## config.mk

```make
export PLATFORM = sky130hd
export DESIGN_NAME = linked_peak_limiter_flat
export DESIGN_NICKNAME = d
export VERILOG_FILES = /design/src/hw/rtl/lpl_pkg.sv /design/src/hw/rtl/lpl_ifs.sv /design/src/hw/rtl/linked_peak_limiter.sv /design/src/hw/rtl/lpl_divider.sv /design/src/hw/rtl/lpl_mult.sv /design/src/flat_wrapper.sv
export SDC_FILE = /design/constraint.sdc
export NUM_CORES = 1
export LEC_CHECK = 0
export ABC_AREA = 1
export BUFFER_PORTS_ARGS = -buffer_cell sky130_fd_sc_hd__buf_2
export CAP_MARGIN = 25
export CORE_MARGIN = 4
export CORE_UTILIZATION = 50
export DETAILED_ROUTE_END_ITERATION = 10
export PLACE_DENSITY = 0.73
export RECOVER_POWER = 50
export SYNTH_ARGS = -nofsm -noshare
export SYNTH_HDL_FRONTEND = slang
export SYNTH_SLANG_ARGS = --single-unit
```

## constraint.sdc

```tcl
create_clock -name clk -period 6.7 [get_ports clk]
set_input_delay 1.005 -clock clk [delete_from_list [all_inputs] [get_ports clk]]
set_output_delay 1.005 -clock clk [all_outputs]
set_load 0.02 [all_outputs]
```

## src/hw/rtl/lpl_pkg.sv

```systemverilog
package lpl_pkg;

  // field widths
  localparam int SAMPLE_WIDTH   = 24;
  localparam int GAIN_FRAC_BITS = 24;
  localparam int SAMPLE_FRAC    = SAMPLE_WIDTH - 3;
  localparam int CEIL_W         = SAMPLE_WIDTH - 2;
  localparam int GAIN_W         = GAIN_FRAC_BITS + 1;

  // configuration port
  localparam int CFG_IDX_W  = 2;
  localparam int CFG_DATA_W = GAIN_W;

  // fixed-point constants
  localparam logic [SAMPLE_WIDTH-1:0] SAMPLE_ONE = SAMPLE_WIDTH'(1) << SAMPLE_FRAC;
  localparam logic [CEIL_W-1:0]       CEIL_MAX   = CEIL_W'(1) << SAMPLE_FRAC;
  localparam logic [CEIL_W-1:0]       CEIL_MIN   = CEIL_W'((1 << SAMPLE_FRAC) / 10);
  localparam logic [GAIN_W-1:0]       GAIN_ONE   = GAIN_W'(1) << GAIN_FRAC_BITS;
  localparam logic [GAIN_W-1:0]       STEP_RESET = GAIN_W'(6991);

  // serial unit lengths
  localparam int DIV_STEPS = GAIN_FRAC_BITS;
  localparam int MUL_STEPS = GAIN_W;
  localparam int CNT_W     = $clog2(MUL_STEPS);

  typedef enum logic [CFG_IDX_W-1:0] {
    REG_CEILING = 2'd0,
    REG_RELEASE = 2'd1,
    REG_LINKED  = 2'd2
  } reg_idx_t;

  typedef enum logic [2:0] {
    ST_IDLE,
    ST_DIV,
    ST_GAIN,
    ST_MUL,
    ST_DONE
  } state_t;

  typedef struct packed {
    logic load;
    logic step;
  } div_ctl_t;

  typedef struct packed {
    logic load;
    logic step;
    logic gain_bit;
  } mul_ctl_t;

endpackage

```

## src/hw/rtl/lpl_ifs.sv

```systemverilog
interface lpl_in_if;
  logic                                      valid;
  logic                                      ready;
  logic signed [lpl_pkg::SAMPLE_WIDTH-1:0]   left_sample;
  logic signed [lpl_pkg::SAMPLE_WIDTH-1:0]   right_sample;

  modport source (output valid, left_sample, right_sample, input ready);
  modport sink   (input valid, left_sample, right_sample, output ready);
endinterface

interface lpl_out_if;
  logic                                      valid;
  logic                                      ready;
  logic signed [lpl_pkg::SAMPLE_WIDTH-1:0]   left_out;
  logic signed [lpl_pkg::SAMPLE_WIDTH-1:0]   right_out;
  logic                                      over_ceiling;
  logic                                      left_saturated;
  logic                                      right_saturated;
  logic        [lpl_pkg::GAIN_W-1:0]         applied_gain;

  modport source (output valid, left_out, right_out, over_ceiling, left_saturated,
                  right_saturated, applied_gain, input ready);
  modport sink   (input valid, left_out, right_out, over_ceiling, left_saturated,
                  right_saturated, applied_gain, output ready);
endinterface

interface lpl_cfg_if;
  logic                               valid;
  logic                               ready;
  logic [lpl_pkg::CFG_IDX_W-1:0]      index;
  logic [lpl_pkg::CFG_DATA_W-1:0]     data;

  modport source (output valid, index, data, input ready);
  modport sink   (input valid, index, data, output ready);
endinterface

```

## src/hw/rtl/linked_peak_limiter.sv

```systemverilog
// linked peak limiter, instant attack and linear release
//
// samples: one stereo frame per item, left and right in signed q3.21.
// results: one item per frame with the scaled samples, the over-ceiling
//   flag, the two saturation flags and the q1.24 gain that was applied.
// cfg: register writes (0 ceiling, 1 release step, 2 linked stereo), ready
//   whenever out of reset; write only while no frame is in flight.
//
// sequence: a frame whose peak is over the ceiling runs from accept through
//   the bit-serial divider, the gain update, the bit-serial multipliers and
//   the load of the output register; frames under the ceiling skip the
//   divider. one frame is in the datapath at a time, so the next frame is
//   accepted only in the idle state after the last one has been loaded.
//
// reset: samples and cfg are held off; registers return to ceiling 1.0,
//   step 6991, linked stereo, the gain state to 1.0; the result register empties.
// back-pressure: a finished result waits in the output register; the next
//   frame is still accepted and runs, and only its final load waits.
module linked_peak_limiter (
  input logic      clk,
  input logic      rst,
  lpl_in_if.sink   samples,
  lpl_out_if.source results,
  lpl_cfg_if.sink  cfg
);
  import lpl_pkg::*;

  // configuration registers
  logic [CEIL_W-1:0]   ceiling_level;
  logic [GAIN_W-1:0]   release_step;
  logic                linked_stereo;

  assign cfg.ready = !rst;

  always_ff @(posedge clk) begin
    if (rst) begin
      ceiling_level <= CEIL_MAX;
      release_step  <= STEP_RESET;
      linked_stereo <= 1'b1;
    end else if (cfg.valid && cfg.ready) begin
      case (reg_idx_t'(cfg.index))
        REG_CEILING: ceiling_level <= cfg.data[CEIL_W-1:0];
        REG_RELEASE: release_step  <= cfg.data[GAIN_W-1:0];
        REG_LINKED:  linked_stereo <= cfg.data[0];
        default: ;
      endcase
    end
  end

  // clamped register views
  logic [CEIL_W-1:0]   ceil_c;
  logic [GAIN_W-1:0]   step_c;

  always_comb begin
    ceil_c = ceiling_level;
    if (ceiling_level < CEIL_MIN) ceil_c = CEIL_MIN;
    if (ceiling_level > CEIL_MAX) ceil_c = CEIL_MAX;
    step_c = release_step;
    if (release_step == '0)      step_c = GAIN_W'(1);
    if (release_step > GAIN_ONE) step_c = GAIN_ONE;
  end

  // front end: magnitudes and peak of the arriving frame
  logic [SAMPLE_WIDTH-1:0]   lmag_c, rmag_c, peak_c;
  logic                      over_c;

  assign lmag_c = samples.left_sample[SAMPLE_WIDTH-1]
                ? SAMPLE_WIDTH'(-samples.left_sample) : samples.left_sample;
  assign rmag_c = samples.right_sample[SAMPLE_WIDTH-1]
                ? SAMPLE_WIDTH'(-samples.right_sample) : samples.right_sample;
  assign peak_c = (linked_stereo && rmag_c > lmag_c) ? rmag_c : lmag_c;
  assign over_c = peak_c > SAMPLE_WIDTH'(ceil_c);

  // frame registers
  logic [SAMPLE_WIDTH-1:0]   lmag, rmag;
  logic                      lneg, rneg;
  logic                      over;
  logic                      stereo;
  logic                      take;

  assign take = samples.valid && samples.ready;

  always_ff @(posedge clk) begin
    if (take) begin
      lmag   <= lmag_c;
      rmag   <= rmag_c;
      lneg   <= samples.left_sample[SAMPLE_WIDTH-1];
      rneg   <= samples.right_sample[SAMPLE_WIDTH-1];
      over   <= over_c;
      stereo <= linked_stereo;
    end
  end

  // control
  state_t              state, state_next;
  logic [CNT_W-1:0]    cnt;
  div_ctl_t            div_ctl;
  mul_ctl_t            mul_ctl;
  logic                gain_load;
  logic                out_load;
  logic [GAIN_W-1:0]   gain_sr;

  always_comb begin
    state_next = state;
    case (state)
      ST_IDLE: if (take) state_next = over_c ? ST_DIV : ST_GAIN;
      ST_DIV:  if (cnt == CNT_W'(DIV_STEPS - 1)) state_next = ST_GAIN;
      ST_GAIN: state_next = ST_MUL;
      ST_MUL:  if (cnt == CNT_W'(MUL_STEPS - 1)) state_next = ST_DONE;
      ST_DONE: if (!results.valid || results.ready) state_next = ST_IDLE;
      default: state_next = ST_IDLE;
    endcase
  end

  always_comb begin
    samples.ready    = 1'b0;
    div_ctl          = '0;
    mul_ctl          = '0;
    gain_load        = 1'b0;
    out_load         = 1'b0;
    mul_ctl.gain_bit = gain_sr[0];
    case (state)
      ST_IDLE: begin
        samples.ready = !rst;
        div_ctl.load  = samples.valid;
      end
      ST_DIV:  div_ctl.step = 1'b1;
      ST_GAIN: begin
        gain_load    = 1'b1;
        mul_ctl.load = 1'b1;
      end
      ST_MUL:  mul_ctl.step = 1'b1;
      ST_DONE: out_load = !results.valid || results.ready;
      default: ;
    endcase
  end

  always_ff @(posedge clk) begin
    if (rst) begin
      state <= ST_IDLE;
      cnt   <= '0;
    end else begin
      state <= state_next;
      if (state_next != state) cnt <= '0;
      else                     cnt <= cnt + CNT_W'(1);
    end
  end

  // target gain divider
  logic [GAIN_FRAC_BITS-1:0] quotient;

  lpl_divider u_div (
    .clk      (clk),
    .ctl      (div_ctl),
    .dividend (ceil_c),
    .divisor  (peak_c),
    .quotient (quotient)
  );

  // gain update: attack at once, release by the step up to unity
  logic [GAIN_W-1:0]   gain_state;
  logic [GAIN_W-1:0]   target;
  logic [GAIN_W:0]     raised;
  logic [GAIN_W-1:0]   gain_next;

  assign target = over ? GAIN_W'(quotient) : GAIN_ONE;
  assign raised = {1'b0, gain_state} + {1'b0, step_c};

  always_comb begin
    if (target < gain_state)                   gain_next = target;
    else if (raised > (GAIN_W + 1)'(GAIN_ONE)) gain_next = GAIN_ONE;
    else                                       gain_next = raised[GAIN_W-1:0];
  end

  always_ff @(posedge clk) begin
    if (rst) begin
      gain_state <= GAIN_ONE;
    end else if (gain_load) begin
      gain_state <= gain_next;
    end
  end

  // gain bits feed both multipliers lsb first
  always_ff @(posedge clk) begin
    if (gain_load)         gain_sr <= gain_next;
    else if (mul_ctl.step) gain_sr <= {1'b0, gain_sr[GAIN_W-1:1]};
  end

  // scaling, one multiplier per channel
  logic signed [SAMPLE_WIDTH-1:0] lval, rval;
  logic                           lsat, rsat;

  lpl_mult u_mul_left (
    .clk   (clk),
    .ctl   (mul_ctl),
    .mag   (lmag),
    .neg   (lneg),
    .value (lval),
    .sat   (lsat)
  );

  lpl_mult u_mul_right (
    .clk   (clk),
    .ctl   (mul_ctl),
    .mag   (rmag),
    .neg   (rneg),
    .value (rval),
    .sat   (rsat)
  );

  // output register, right channel forced quiet in mono mode
  always_ff @(posedge clk) begin
    if (rst) begin
      results.valid <= 1'b0;
    end else if (out_load) begin
      results.valid <= 1'b1;
    end else if (results.ready) begin
      results.valid <= 1'b0;
    end
  end

  always_ff @(posedge clk) begin
    if (out_load) begin
      results.left_out        <= lval;
      results.right_out       <= stereo ? rval : '0;
      results.over_ceiling    <= over;
      results.left_saturated  <= lsat;
      results.right_saturated <= stereo && rsat;
      results.applied_gain    <= gain_state;
    end
  end

endmodule

```

## src/hw/rtl/lpl_divider.sv

```systemverilog
module lpl_divider (
  input  logic                                 clk,
  input  lpl_pkg::div_ctl_t                    ctl,
  input  logic [lpl_pkg::CEIL_W-1:0]           dividend,
  input  logic [lpl_pkg::SAMPLE_WIDTH-1:0]     divisor,
  output logic [lpl_pkg::GAIN_FRAC_BITS-1:0]   quotient
);
  import lpl_pkg::*;

  // restoring division, one quotient bit per cycle, msb first
  logic [SAMPLE_WIDTH-1:0]   rem;
  logic [SAMPLE_WIDTH-1:0]   dsr;
  logic [SAMPLE_WIDTH:0]     rem_sh;
  logic                      fits;

  assign rem_sh = {rem, 1'b0};
  assign fits   = rem_sh >= {1'b0, dsr};

  always_ff @(posedge clk) begin
    if (ctl.load) begin
      rem      <= SAMPLE_WIDTH'(dividend);
      dsr      <= divisor;
      quotient <= '0;
    end else if (ctl.step) begin
      rem      <= fits ? SAMPLE_WIDTH'(rem_sh - {1'b0, dsr}) : rem_sh[SAMPLE_WIDTH-1:0];
      quotient <= {quotient[GAIN_FRAC_BITS-2:0], fits};
    end
  end

endmodule

```

## src/hw/rtl/lpl_mult.sv

```systemverilog
module lpl_mult (
  input  logic                                     clk,
  input  lpl_pkg::mul_ctl_t                        ctl,
  input  logic [lpl_pkg::SAMPLE_WIDTH-1:0]         mag,
  input  logic                                     neg,
  output logic signed [lpl_pkg::SAMPLE_WIDTH-1:0]  value,
  output logic                                     sat
);
  import lpl_pkg::*;

  // shift-add over gain bits, lsb first; low product bits shift out into lo
  logic [SAMPLE_WIDTH-1:0]   hi;
  logic [GAIN_W-1:0]         lo;
  logic [SAMPLE_WIDTH:0]     sum;
  logic [SAMPLE_WIDTH-1:0]   trunc;
  logic [SAMPLE_WIDTH-1:0]   rounded;

  assign sum = {1'b0, hi} + (ctl.gain_bit ? {1'b0, mag} : '0);

  always_ff @(posedge clk) begin
    if (ctl.load) begin
      hi <= '0;
      lo <= '0;
    end else if (ctl.step) begin
      hi <= sum[SAMPLE_WIDTH:1];
      lo <= {sum[0], lo[GAIN_W-1:1]};
    end
  end

  // round half away from zero on the magnitude, then restore the sign
  assign trunc   = {hi[SAMPLE_WIDTH-2:0], lo[GAIN_W-1]};
  assign rounded = trunc + SAMPLE_WIDTH'(lo[GAIN_W-2]);
  assign sat     = rounded > SAMPLE_ONE;
  assign value   = neg ? SAMPLE_WIDTH'(-rounded) : rounded;

endmodule
```

## src/flat_wrapper.sv

```systemverilog
// flat-port wrapper written by rule: the top's interface ports become plain ports
module linked_peak_limiter_flat import lpl_pkg::*;
  (clk, rst, samples_valid, samples_left_sample, samples_right_sample, samples_ready, results_valid, results_left_out, results_right_out, results_over_ceiling, results_left_saturated, results_right_saturated, results_applied_gain, results_ready, cfg_valid, cfg_index, cfg_data, cfg_ready);
  lpl_in_if samples_i ();
  lpl_out_if results_i ();
  lpl_cfg_if cfg_i ();
  input logic clk;
  input logic rst;
  input wire logic [$bits(samples_i.valid)-1:0] samples_valid;
  input wire logic [$bits(samples_i.left_sample)-1:0] samples_left_sample;
  input wire logic [$bits(samples_i.right_sample)-1:0] samples_right_sample;
  output wire logic [$bits(samples_i.ready)-1:0] samples_ready;
  output wire logic [$bits(results_i.valid)-1:0] results_valid;
  output wire logic [$bits(results_i.left_out)-1:0] results_left_out;
  output wire logic [$bits(results_i.right_out)-1:0] results_right_out;
  output wire logic [$bits(results_i.over_ceiling)-1:0] results_over_ceiling;
  output wire logic [$bits(results_i.left_saturated)-1:0] results_left_saturated;
  output wire logic [$bits(results_i.right_saturated)-1:0] results_right_saturated;
  output wire logic [$bits(results_i.applied_gain)-1:0] results_applied_gain;
  input wire logic [$bits(results_i.ready)-1:0] results_ready;
  input wire logic [$bits(cfg_i.valid)-1:0] cfg_valid;
  input wire logic [$bits(cfg_i.index)-1:0] cfg_index;
  input wire logic [$bits(cfg_i.data)-1:0] cfg_data;
  output wire logic [$bits(cfg_i.ready)-1:0] cfg_ready;
  assign samples_i.valid = samples_valid;
  assign samples_i.left_sample = samples_left_sample;
  assign samples_i.right_sample = samples_right_sample;
  assign samples_ready = samples_i.ready;
  assign results_valid = results_i.valid;
  assign results_left_out = results_i.left_out;
  assign results_right_out = results_i.right_out;
  assign results_over_ceiling = results_i.over_ceiling;
  assign results_left_saturated = results_i.left_saturated;
  assign results_right_saturated = results_i.right_saturated;
  assign results_applied_gain = results_i.applied_gain;
  assign results_i.ready = results_ready;
  assign cfg_i.valid = cfg_valid;
  assign cfg_i.index = cfg_index;
  assign cfg_i.data = cfg_data;
  assign cfg_ready = cfg_i.ready;
  linked_peak_limiter u_core (.clk(clk), .rst(rst), .samples(samples_i), .results(results_i), .cfg(cfg_i));
endmodule
```

Word-level counts from Yosys, hierarchy flattened
Cells that the tools add are included.
- output and inout bits: 79
- input bits: 80
- register bits after elaboration: 405
- $add $sub $neg: 11
- equality and inequality tests: 9
- reductions and logical operators: 17
- muxes and demuxes: 33
- $lt $le $gt $ge: 10
- operators by type and width (operator ; count):
    2-to-1 mux 24 bit ; 8
    2-to-1 mux 25 bit ; 7
    negation 24 bit ; 4
    2-to-1 mux 22 bit ; 4
    adder 24 x 25 -> 25 bit ; 2
    adder 24 x 1 -> 24 bit ; 2
    > comparator 24 x 22 -> 1 bit, second input constant ; 2
    adder 25 x 25 -> 26 bit ; 1
    > comparator 26 x 25 -> 1 bit, second input constant ; 1
    >= comparator 25 x 24 -> 1 bit ; 1
    > comparator 25 bit, second input constant ; 1
    zero test 25 bit ; 1
    < comparator 25 bit ; 1
    > comparator 24 x 22 -> 1 bit ; 1
    > comparator 24 bit ; 1
    subtractor 24 bit ; 1
    > comparator 22 bit, second input constant ; 1
    < comparator 22 x 18 -> 1 bit, second input constant ; 1
    case mux 3 bit (5 select lines) ; 1
    2-to-1 mux 3 bit ; 4
    equality test 5 bit, second input constant ; 2
    2-to-1 mux 1 bit ; 8
    equality test 3 x 2 -> 1 bit, second input constant ; 2
    AND reduction 2 bit ; 3
    other kinds (14) ; 20

Longest topological paths before layout
Gate-level depths: netlist of run 1.
- depth in word-level cells: 11
- mapped depth: 45

Cells and area by module
From an unflattened synthesis of run 1, not the netlist that was laid out.
- cell total of the unflattened synthesis: 3861
- area, all modules: 26465.4 sq um
- modules (own cells, without submodules) (module ; cells an instance ; instances ; sequential area each (sq um) ; area an instance (sq um)):
    linked_peak_limiter ; 1872 ; 1 ; 6236.0 ; 14248.7
    lpl_divider ; 586 ; 1 ; 1901.8 ; 4474.3
    lpl_mult (u_core.u_mul_left) ; 707 ; 1 ; 520.5 ; 3872.5
    lpl_mult (u_core.u_mul_right) ; 696 ; 1 ; 520.5 ; 3870.0

Least setup slack after synthesis of run 1
OpenSTA, ideal clock, no wires.
- path type: input -> register
- start point: input port results_ready
- end point: register u_core.results.applied_gain[0] (netlist name), enable pin
- stages on the path: 2
- library setup time: 604 ps
- path buffers: 0
- arrival: 6228 ps
- data required time: 6096 ps
- slack: -132 ps
- path through: nor2_1 nor3_1
- cells in the longest elaborated chain, start to end: 2
- ends and longest elaborated chain (what ; RTL line ; text):
    from (decl) ; flat_wrapper.sv:20 ; input wire logic [$bits(results_i.ready)-1:0] results_ready;
    logical OR 1 bit ; linked_peak_limiter.sv:133 ; ST_DONE: out_load = !results.valid || results.ready;
    2-to-1 mux 1 bit ; linked_peak_limiter.sv:122 ; case (state)
    via u_core.out_load ; linked_peak_limiter.sv:100 ; logic out_load;
    to (signal assigned) ; linked_peak_limiter.sv:229 ; results.applied_gain <= gain_state;
    to (decl) ; lpl_ifs.sv:22 ; right_saturated, applied_gain, input ready);
The timed path passes the listed nets, and every way through them passes these cells.
A chain may end at the register's enable or synchronous reset.

Worst setup path after layout of run 1
- start point: register u_core.state[2]
- end point: register u_core.cnt[2]
- cells in the longest elaborated chain, start to end: 7
- ends and longest elaborated chain (what ; RTL line ; text):
    from (decl) ; linked_peak_limiter.sv:95 ; state_t state, state_next;
    from (signal assigned) ; linked_peak_limiter.sv:143 ; state <= state_next;
    zero test 3 bit ; linked_peak_limiter.sv:105, linked_peak_limiter.sv:122 ;
    2-to-1 mux 1 bit ; linked_peak_limiter.sv:122 ;
    logical AND 1 bit ; linked_peak_limiter.sv:81 ; assign take = samples.valid && samples.ready;
    2-to-1 mux 3 bit ; linked_peak_limiter.sv:106 ; ST_IDLE: if (take) state_next = over_c ? ST_DIV : ST_GAIN;
    case mux 3 bit (5 select lines) ; linked_peak_limiter.sv:105 ; case (state)
    inequality test 3 bit * ; linked_peak_limiter.sv:144 ; if (state_next != state) cnt <= '0;
    OR reduction 2 bit (no source line) * ; -- ;
    to (signal assigned) ; linked_peak_limiter.sv:145 ; else cnt <= cnt + CNT_W'(1);
    to (decl) ; linked_peak_limiter.sv:96 ; logic [CNT_W-1:0] cnt;
Mark *: on every way between the ends. The rest lies on a longest branch, timed or not.

==> summary.txt, run 1 <==
Status
  – Status: complete, but fails checks
  – Failing checks: max-capacitance violations, max-slew violations

Power and ir drop
  – Pleak: 0.01327 µW
  – Cell Pwr Density: between 300 and 400 mW/mm²
  – Maximum vdd drop: ~0.00037 V

Layout
  – Nets: 3833
  – Multi-input logic area: between 0.01 and 0.015 mm²
  – Register area: ~0.0092 mm²
  – Area Overhead vs Synth: 11.04%
  – Fillers: roughly 4700
  – Final Cell Area: ~0.028 mm²
  – Share of layout cells above drive strength 1: 5.740%
  – Post-layout util: between 50% and 60%
  – # diodes: 0

Critical path
  – Slowest stage cell on the critical path: clkbuf_1
  – Crit start category: flop
  – CP Cell Sequence: nor2_4 -> clkbuf_1 -> inv_1 -> nor2_2 -> buf_4 -> inv_2 -> nor2_1 -> a31oi_1 -> a211o_1 -> nor2_1 -> nand2_1 -> nor2_1
  – Top cell by count, worst path: nor2_1
  – Critical R2R Capture: u_core.cnt[2]
  – Crit end category: flop
  – CP Max Fanout: ~50
  – Worst R2R Start: u_core.state[2]
  – Critical Path RT: about 7200 ps
  – CP Class: reg2reg
  – Worst Reg-to-Reg Cells: 12
  – Slowest stage delay, CP: about 2000 ps
  – CP arrival: ~6400 ps
  – Worst R2R Setup Slack: just under 800 ps

Clock network
  – Htree depth: 2
  – CTS tree: done
  – CTS Buf Count: 42
  – Clock slew at reported path FFs: 60 ps
  – Clk sinks: around 360
  – Deepest clock path buffer count: 3
  – Clock root buffer: clkbuf_16
  – Worst-Skew Late Latency: 570 ps

Drt
  – Via density per instance: ~5.2
  – Routed len/inst: roughly 16 µm
  – Via count: 22320
  – Routed WL: 68.19 mm
  – First DRT Iteration DRCs: ~1900
  – ANT nets after route: 0
  – # DRC: 0
  – Router iterations before antenna repair: 5

Yosys
  – Average size of a mapped cell: 7.244 µm²
  – Synthesis-stage register bit count: about 360
  – Synth top area share: approximately a quarter
  – Commonest cells post-synth: nand2_1 (866), inv_1 (598), nor2_1 (283), o21ai_0 (217), a21oi_1 (209)
  – Most frequent cell after synthesis: nand2_1
  – Post-synth EDFFs: a little under 200
  – Mapped Cells: between 3000 and 4000
  – Syn_nets: between 3000 and 4000
  – Synth area leaders: edfxtp_1 (24%), nand2_1 (13%), dfxtp_1 (13%), inv_1 (9.0%), ha_1 (8.9%)
  – Register area share after synthesis: between 30% and 40%
  – Synth warnings: 0
  – Cell taking the most area after synthesis: edfxtp_1
  – Synth async-reset ratio: 0%
  – Syn Std Cell Area: between 0.02 and 0.025 mm²
  – Top FF cell, synth: edfxtp_1
  – Yosys cell types: 56

Global routing
  – Antenna violations before repair: 0
  – Gr usage total: around 25%
  – Global-route wire length before repair: ~110 mm
  – Vias in the first global route: around 20000
  – Largest net degree at the start of global routing: between 50 and 60
  – GRT overflow: 0

Floorplan
  – I/O pin count: approximately 160
  – Die area: around 0.053 mm²
  – Die Wd: around 230 µm
  – Initial Util: ~51%
  – Die Ht: between 200 and 250 µm
  – Core area: about 0.05 mm²
  – Row count: 81

Timing
  – Final Skew: about 25 ps
  – Fin. Hold Viols: 0
  – Final Setup Violations: 0
  – Slew Limit Fails: ~240
  – Slew headroom: -95.80%
  – Crit path time final: approximately 5900 ps
  – Post-Route Setup TNS: 0 ps
  – Setup repair after global routing missed its margin: no
  – Worst-margin pin slew: 2937 ps
  – Fmax achieved: approximately 170 MHz
  – Fin crit share: between 80% and 90%

Placed design
  – Placed cell areas: 0.02635 mm²
  – Final GP Congestion: slightly below 1
  – HPWL after DPL: around 53 mm
  – Port buffer count: around 160

Hold path
  – Hold_sp: u_core.u_mul_left.lo[23]
  – Worst hold stages: 2
  – Hold WC Path Type: reg2reg
  – WHS Endpoint: u_core.u_mul_left.lo[23]

Run
  – Max capacitance violation total: 5
cell type report:
| class | count | area share [%] |
|---|---|---|
| clock buffers | 55 | 4.410 |
| clock inverters | 23 | 0.7266 |
| inverters | 608 | 8.283 |
| multi-input cells | 2374 | 47.24 |
| flip-flops and latches | 359 | 33.32 |
| well taps | 664 | 3.015 |
| repair buffers | 187 | 3.011 |
state kept, by name (all words and copies together), names as in the netlist, 2 cells and up:
register                     cells
u_core.results.applied_gain     25
u_core.cnt                       5
u_core.release_step             25
u_core.u_mul_left.lo             2
u_core.rmag                     24
u_core.state                     3
u_core.u_div.rem                24
u_core.u_mul_right.lo            2
u_core.gain_sr                  25
u_core.results.right_out        24
u_core.gain_state               25
u_core.results.left_out         24
u_core.ceiling_level            22
u_core.u_div.quotient           24
u_core.lmag                     24
u_core.u_mul_right.hi           24
u_core.u_mul_left.hi            24
u_core.u_div.dsr                24
report_power, final:
part,leakage [µW],switching (µW),total [µW],internal (µW)
logic,0.00943,2480,3850,1370
clock network,0.000680,966,2340,1370
registers,0.00316,333,3110,2780
cell families after synthesis:
family                   synth area share [%]
AND/OR/NAND/NOR                         24.63
flip-flops                              36.99
XOR/XNOR                                5.351
buffers and inverters                   10.52
adder cells (fa/ha/maj)                 9.249
AO/OA/AOI/OAI                           13.25
worst max-delay path by stage:
stage / startpoint / endpoint / slack, ps / cells past startpoint
global route: samples_left_sample[0] / u_core.cnt[4] / 50 / 42
global placement: samples_left_sample[0] / u_core.cnt[1] / 540 / 42
detailed placement: samples_left_sample[0] / u_core.cnt[2] / 330 / 44
CTS: samples_left_sample[0] / u_core.cnt[2] / 900 / 43
finish: u_core.state[2] / u_core.cnt[2] / 790 / 12
floorplan: samples_left_sample[1] / u_core.cnt[2] / 1210 / 40
cells in the final DEF, fill, tap and decap left out, types with 7 or more instances in the layout:
cell and instances:
o21a_1 12, nor4_1 18, buf_4 7, clkbuf_16 46
inv_2 9, a31oi_1 11, nand2_1 867, or2_2 10
nand3b_1 11, o211ai_1 44, nor2_4 7, o21bai_1 11
a21oi_1 209, a21o_1 10, o22ai_1 29, o31ai_1 10
o21ai_0 217, edfxtp_1 199, xor2_1 114, ha_1 177
xnor2_1 32, nor2_2 9, inv_1 598, dfxtp_1 160
nor3_1 56, nor2_1 280, buf_2 75, nand4_1 52
clkbuf_1 110, nand3_1 127
stage by stage:
step                worst slack, ps  power (µW)  cells  hold slack [ps]
floorplan                      1211        6044   3425            417.3
global placement              540.9        6906   4190            448.9
detailed placement            333.5        6951   4190            455.3
CTS                           899.2        9304   4268            470.5
global route                  46.47       10010   4270            492.6
finish                        786.8        9294   4270            470.0
repair_timing:
item                                    CTS  global route
hold buffers                              0             0
endpoints found under the setup margin    0             5
gates resized for setup                   0             1
buffers inserted                          0             0
per-layer routing:
layer  part of all wire (%)  track usage [%]
met1                     46            35.26
met2                     45            39.31
met3                    6.7            4.294
met4                    2.8            6.897
met5                      0                0
worst max-delay path: cells and delay by family, from the launching register on:
kind | cells | cell delay (ps)
AOI/OAI and AO/OA | 2 | 380
buffers and inverters | 4 | 3980
DFF | 1 | 440
and+or+nand+nor | 6 | 1000
No activity file was read; power rests on OpenSTA's default activity.
==> run 2, diff against run 1 <==
--- a/config.mk
+++ b/config.mk
@@ -10,6 +10,7 @@
 export CAP_MARGIN = 25
 export CORE_MARGIN = 4
 export CORE_UTILIZATION = 50
+export CTS_BUF_LIST = sky130_fd_sc_hd__clkbuf_2
 export DETAILED_ROUTE_END_ITERATION = 10
 export PLACE_DENSITY = 0.73
 export RECOVER_POWER = 50
==> summary.txt, run 2 (same netlist as run 1, synthesis figures left out) <==
Floorplan
  – Die Ht: 230.8 µm (unchanged)
  – Initial Util: 50.69% (unchanged)
  – Core area: 0.04895 mm² (unchanged)
  – Row count: 81 (unchanged)
  – Die area: 0.05325 mm² (unchanged)
  – I/O pin count: 159 (unchanged)
  – Die Wd: 230.8 µm (unchanged)

Global routing
  – GRT overflow: 0 (unchanged)
  – Largest net degree at the start of global routing: 56 (unchanged)
  – Antenna violations before repair: 2 (was 0)
  – Vias in the first global route: 20590 (was 20170)
  – Gr usage total: 25.11% (was 24.86%)
  – Global-route wire length before repair: 108.0 mm (was 107.3 mm)

Timing
  – Post-Route Setup TNS: 0 ps (unchanged)
  – Final Skew: 68.76 ps (was 24.78 ps)
  – Worst-margin pin slew: 2891 ps (was 2937 ps)
  – Fin crit share: 87.46% (was 88.26%)
  – Fin. Hold Viols: 0 (unchanged)
  – Setup repair after global routing missed its margin: no (unchanged)
  – Final worst setup slack: 840.2 ps (was 786.8 ps)
  – Fmax achieved: 170.7 MHz (was 169.1 MHz)
  – Slew Limit Fails: 302 (was 235)
  – Final Setup Violations: 0 (unchanged)
  – Slew headroom: -92.70% (was -95.80%)
  – Crit path time final: 5860 ps (was 5913 ps)

Clock network
  – CTS Buf Count: 96 (was 42)
  – Post-CTS setup repair buffer count: 0 (unchanged)
  – Clock slew at reported path FFs: 120 ps (was 60 ps)
  – Post-cts resize count: 0 (unchanged)
  – Worst-Skew Late Latency: 1080 ps (was 570 ps)
  – Deepest clock path buffer count: 3 (unchanged)
  – Hold buffer count at CTS: 0 (unchanged)
  – Clk sinks: 359 (unchanged)
  – Clock root buffer: clkbuf_2 (was clkbuf_16)
  – Htree depth: 3 (was 2)
  – CTS tree: done (unchanged)

Drt
  – Routed len/inst: 15.68 µm (was 15.97 µm)
  – Via density per instance: 5.189 (was 5.227)
  – Routed WL: 68.48 mm (was 68.19 mm)
  – Router iterations before antenna repair: 6 (was 5)
  – ANT nets after route: 0 (unchanged)
  – # DRC: 0 (unchanged)
  – First DRT Iteration DRCs: 1752 (was 1859)
  – Top routing layer in use: met5 (was met4)
  – Met1 wire length: 31.32 mm (was 31.25 mm)
  – Via count: 22650 (was 22320)
  – Metal3 WL: 4.809 mm (was 4.585 mm)
  – DR WL met2: 30.28 mm (was 30.41 mm)

Power and ir drop
  – Cell Pwr Density: 314.9 mW/mm² (was 337.3 mW/mm²)
  – Pleak: 0.01347 µW (was 0.01327 µW)
  – Tot Pwr: 8531 µW (was 9294 µW)
  – Maximum vdd drop: 0.0001985 V (was 0.0003667 V)

Hold path
  – Hold WC Path Type: in2reg (was reg2reg)
  – WHS Endpoint: u_core.ceiling_level[6] (was u_core.u_mul_left.lo[23])
  – Hold_sp: cfg_data[6] (was u_core.u_mul_left.lo[23])
  – Worst hold stages: 3 (was 2)

Critical path
  – Worst Reg-to-Reg Cells: 12 (unchanged)
  – Worst R2R Start: u_core.state[2] (unchanged)
  – CP Class: reg2reg (unchanged)
  – CP Max Fanout: 49 (unchanged)
  – Worst setup startpoint: u_core.state[2] (unchanged)
  – Worst R2R Setup Slack: 840 ps (was 790 ps)
  – Critical R2R Capture: u_core.cnt[2] (unchanged)
  – Crit start category: flop (unchanged)
  – CP arrival: 6870 ps (was 6410 ps)
  – Critical Path RT: 7710 ps (was 7200 ps)
  – Crit end category: flop (unchanged)

Status
  – Status: complete, but fails checks (unchanged)
  – Failing checks: max-capacitance violations, max-slew violations (unchanged)

Layout
  – Commonest non-fill, non-tap cell in the layout: nand2_1 (unchanged)
  – Most frequent cells in the layout: nand2_1 (867), inv_1 (599), nor2_1 (283) (was nand2_1 (867), inv_1 (598), nor2_1 (280))
  – Post-layout util: 55.34% (was 56.28%)
  – Final Cell Area: 0.02709 mm² (was 0.02755 mm²)
  – Nets: 3887 (was 3833)
  – Area Overhead vs Synth: 9.183% (was 11.04%)
  – Share of layout cells above drive strength 1: 9.565% (was 5.740%)
  – Fillers: 4804 (was 4678)

Placed design
  – HPWL after DPL: 53.02 mm (unchanged)
  – Placed cell areas: 0.02635 mm² (unchanged)
  – Final GP Congestion: 0.9754 (unchanged)
  – Dpl ws: 333.5 ps (unchanged)
  – Port buffer count: 158 (unchanged)

Run
  – Max capacitance violation total: 8 (was 5)
-- run 2: metal layers --
layer,GRT usage [%],vias to the layer above
met5,0,-
met4,9.115,2
met3,4.615,126
met2,39.13,706
met1,35.04,10200
li1,-,11620
-- run 2: critical path, cell delays in order, from the launching register on --
cell and delay, ps:
dfxtp_1 470, nor2_4 150, clkbuf_1 2040, inv_1 1110
nor2_2 260, buf_4 380, inv_2 410, nor2_1 260
a31oi_1 80, a211o_1 300, nor2_1 110, nand2_1 120
nor2_1 110
-- run 2: through the flow --
step	hold slack (ps)	std cells
2_1_floorplan	417.3	3425
3_3_place_gp	448.9	4190
3_5_place_dp	455.3	4190
4_1_cts	26.51	4363
5_1_grt	137.9	4366
6_report	185.5	4366
-- run 2: worst max path at each step --
stage | end | cells past startpoint | slack (ps)
2_1_floorplan | u_core.cnt[2] | 40 | 1210
3_3_place_gp | u_core.cnt[1] | 42 | 540
3_5_place_dp | u_core.cnt[2] | 44 | 330
4_1_cts | u_core.cnt[2] | 43 | 1550
5_1_grt | u_core.cnt[4] | 12 | 260
6_report | u_core.cnt[2] | 12 | 840
-- run 2: area by class of cell --
type	count	area, µm²	area share (%)
well taps	664	830.8	3.067
flip-flops and latches	359	9179	33.88
clock inverters	40	214.0	0.7898
multi-input cells	2374	13000	47.98
inverters	608	2282	8.425
repair buffers	187	918.4	3.390
clock buffers	133	665.6	2.457
diodes	1	2.502	0.009237
-- run 2: report_power, final --
part / switching [µW] / total, µW / leakage, µW / internal, µW
clock: 966 / 1580 / 0.000664 / 618
combinational: 2470 / 3840 / 0.00964 / 1370
sequential: 336 / 3110 / 0.00316 / 2770
total: 3770 / 8530 / 0.0135 / 4760
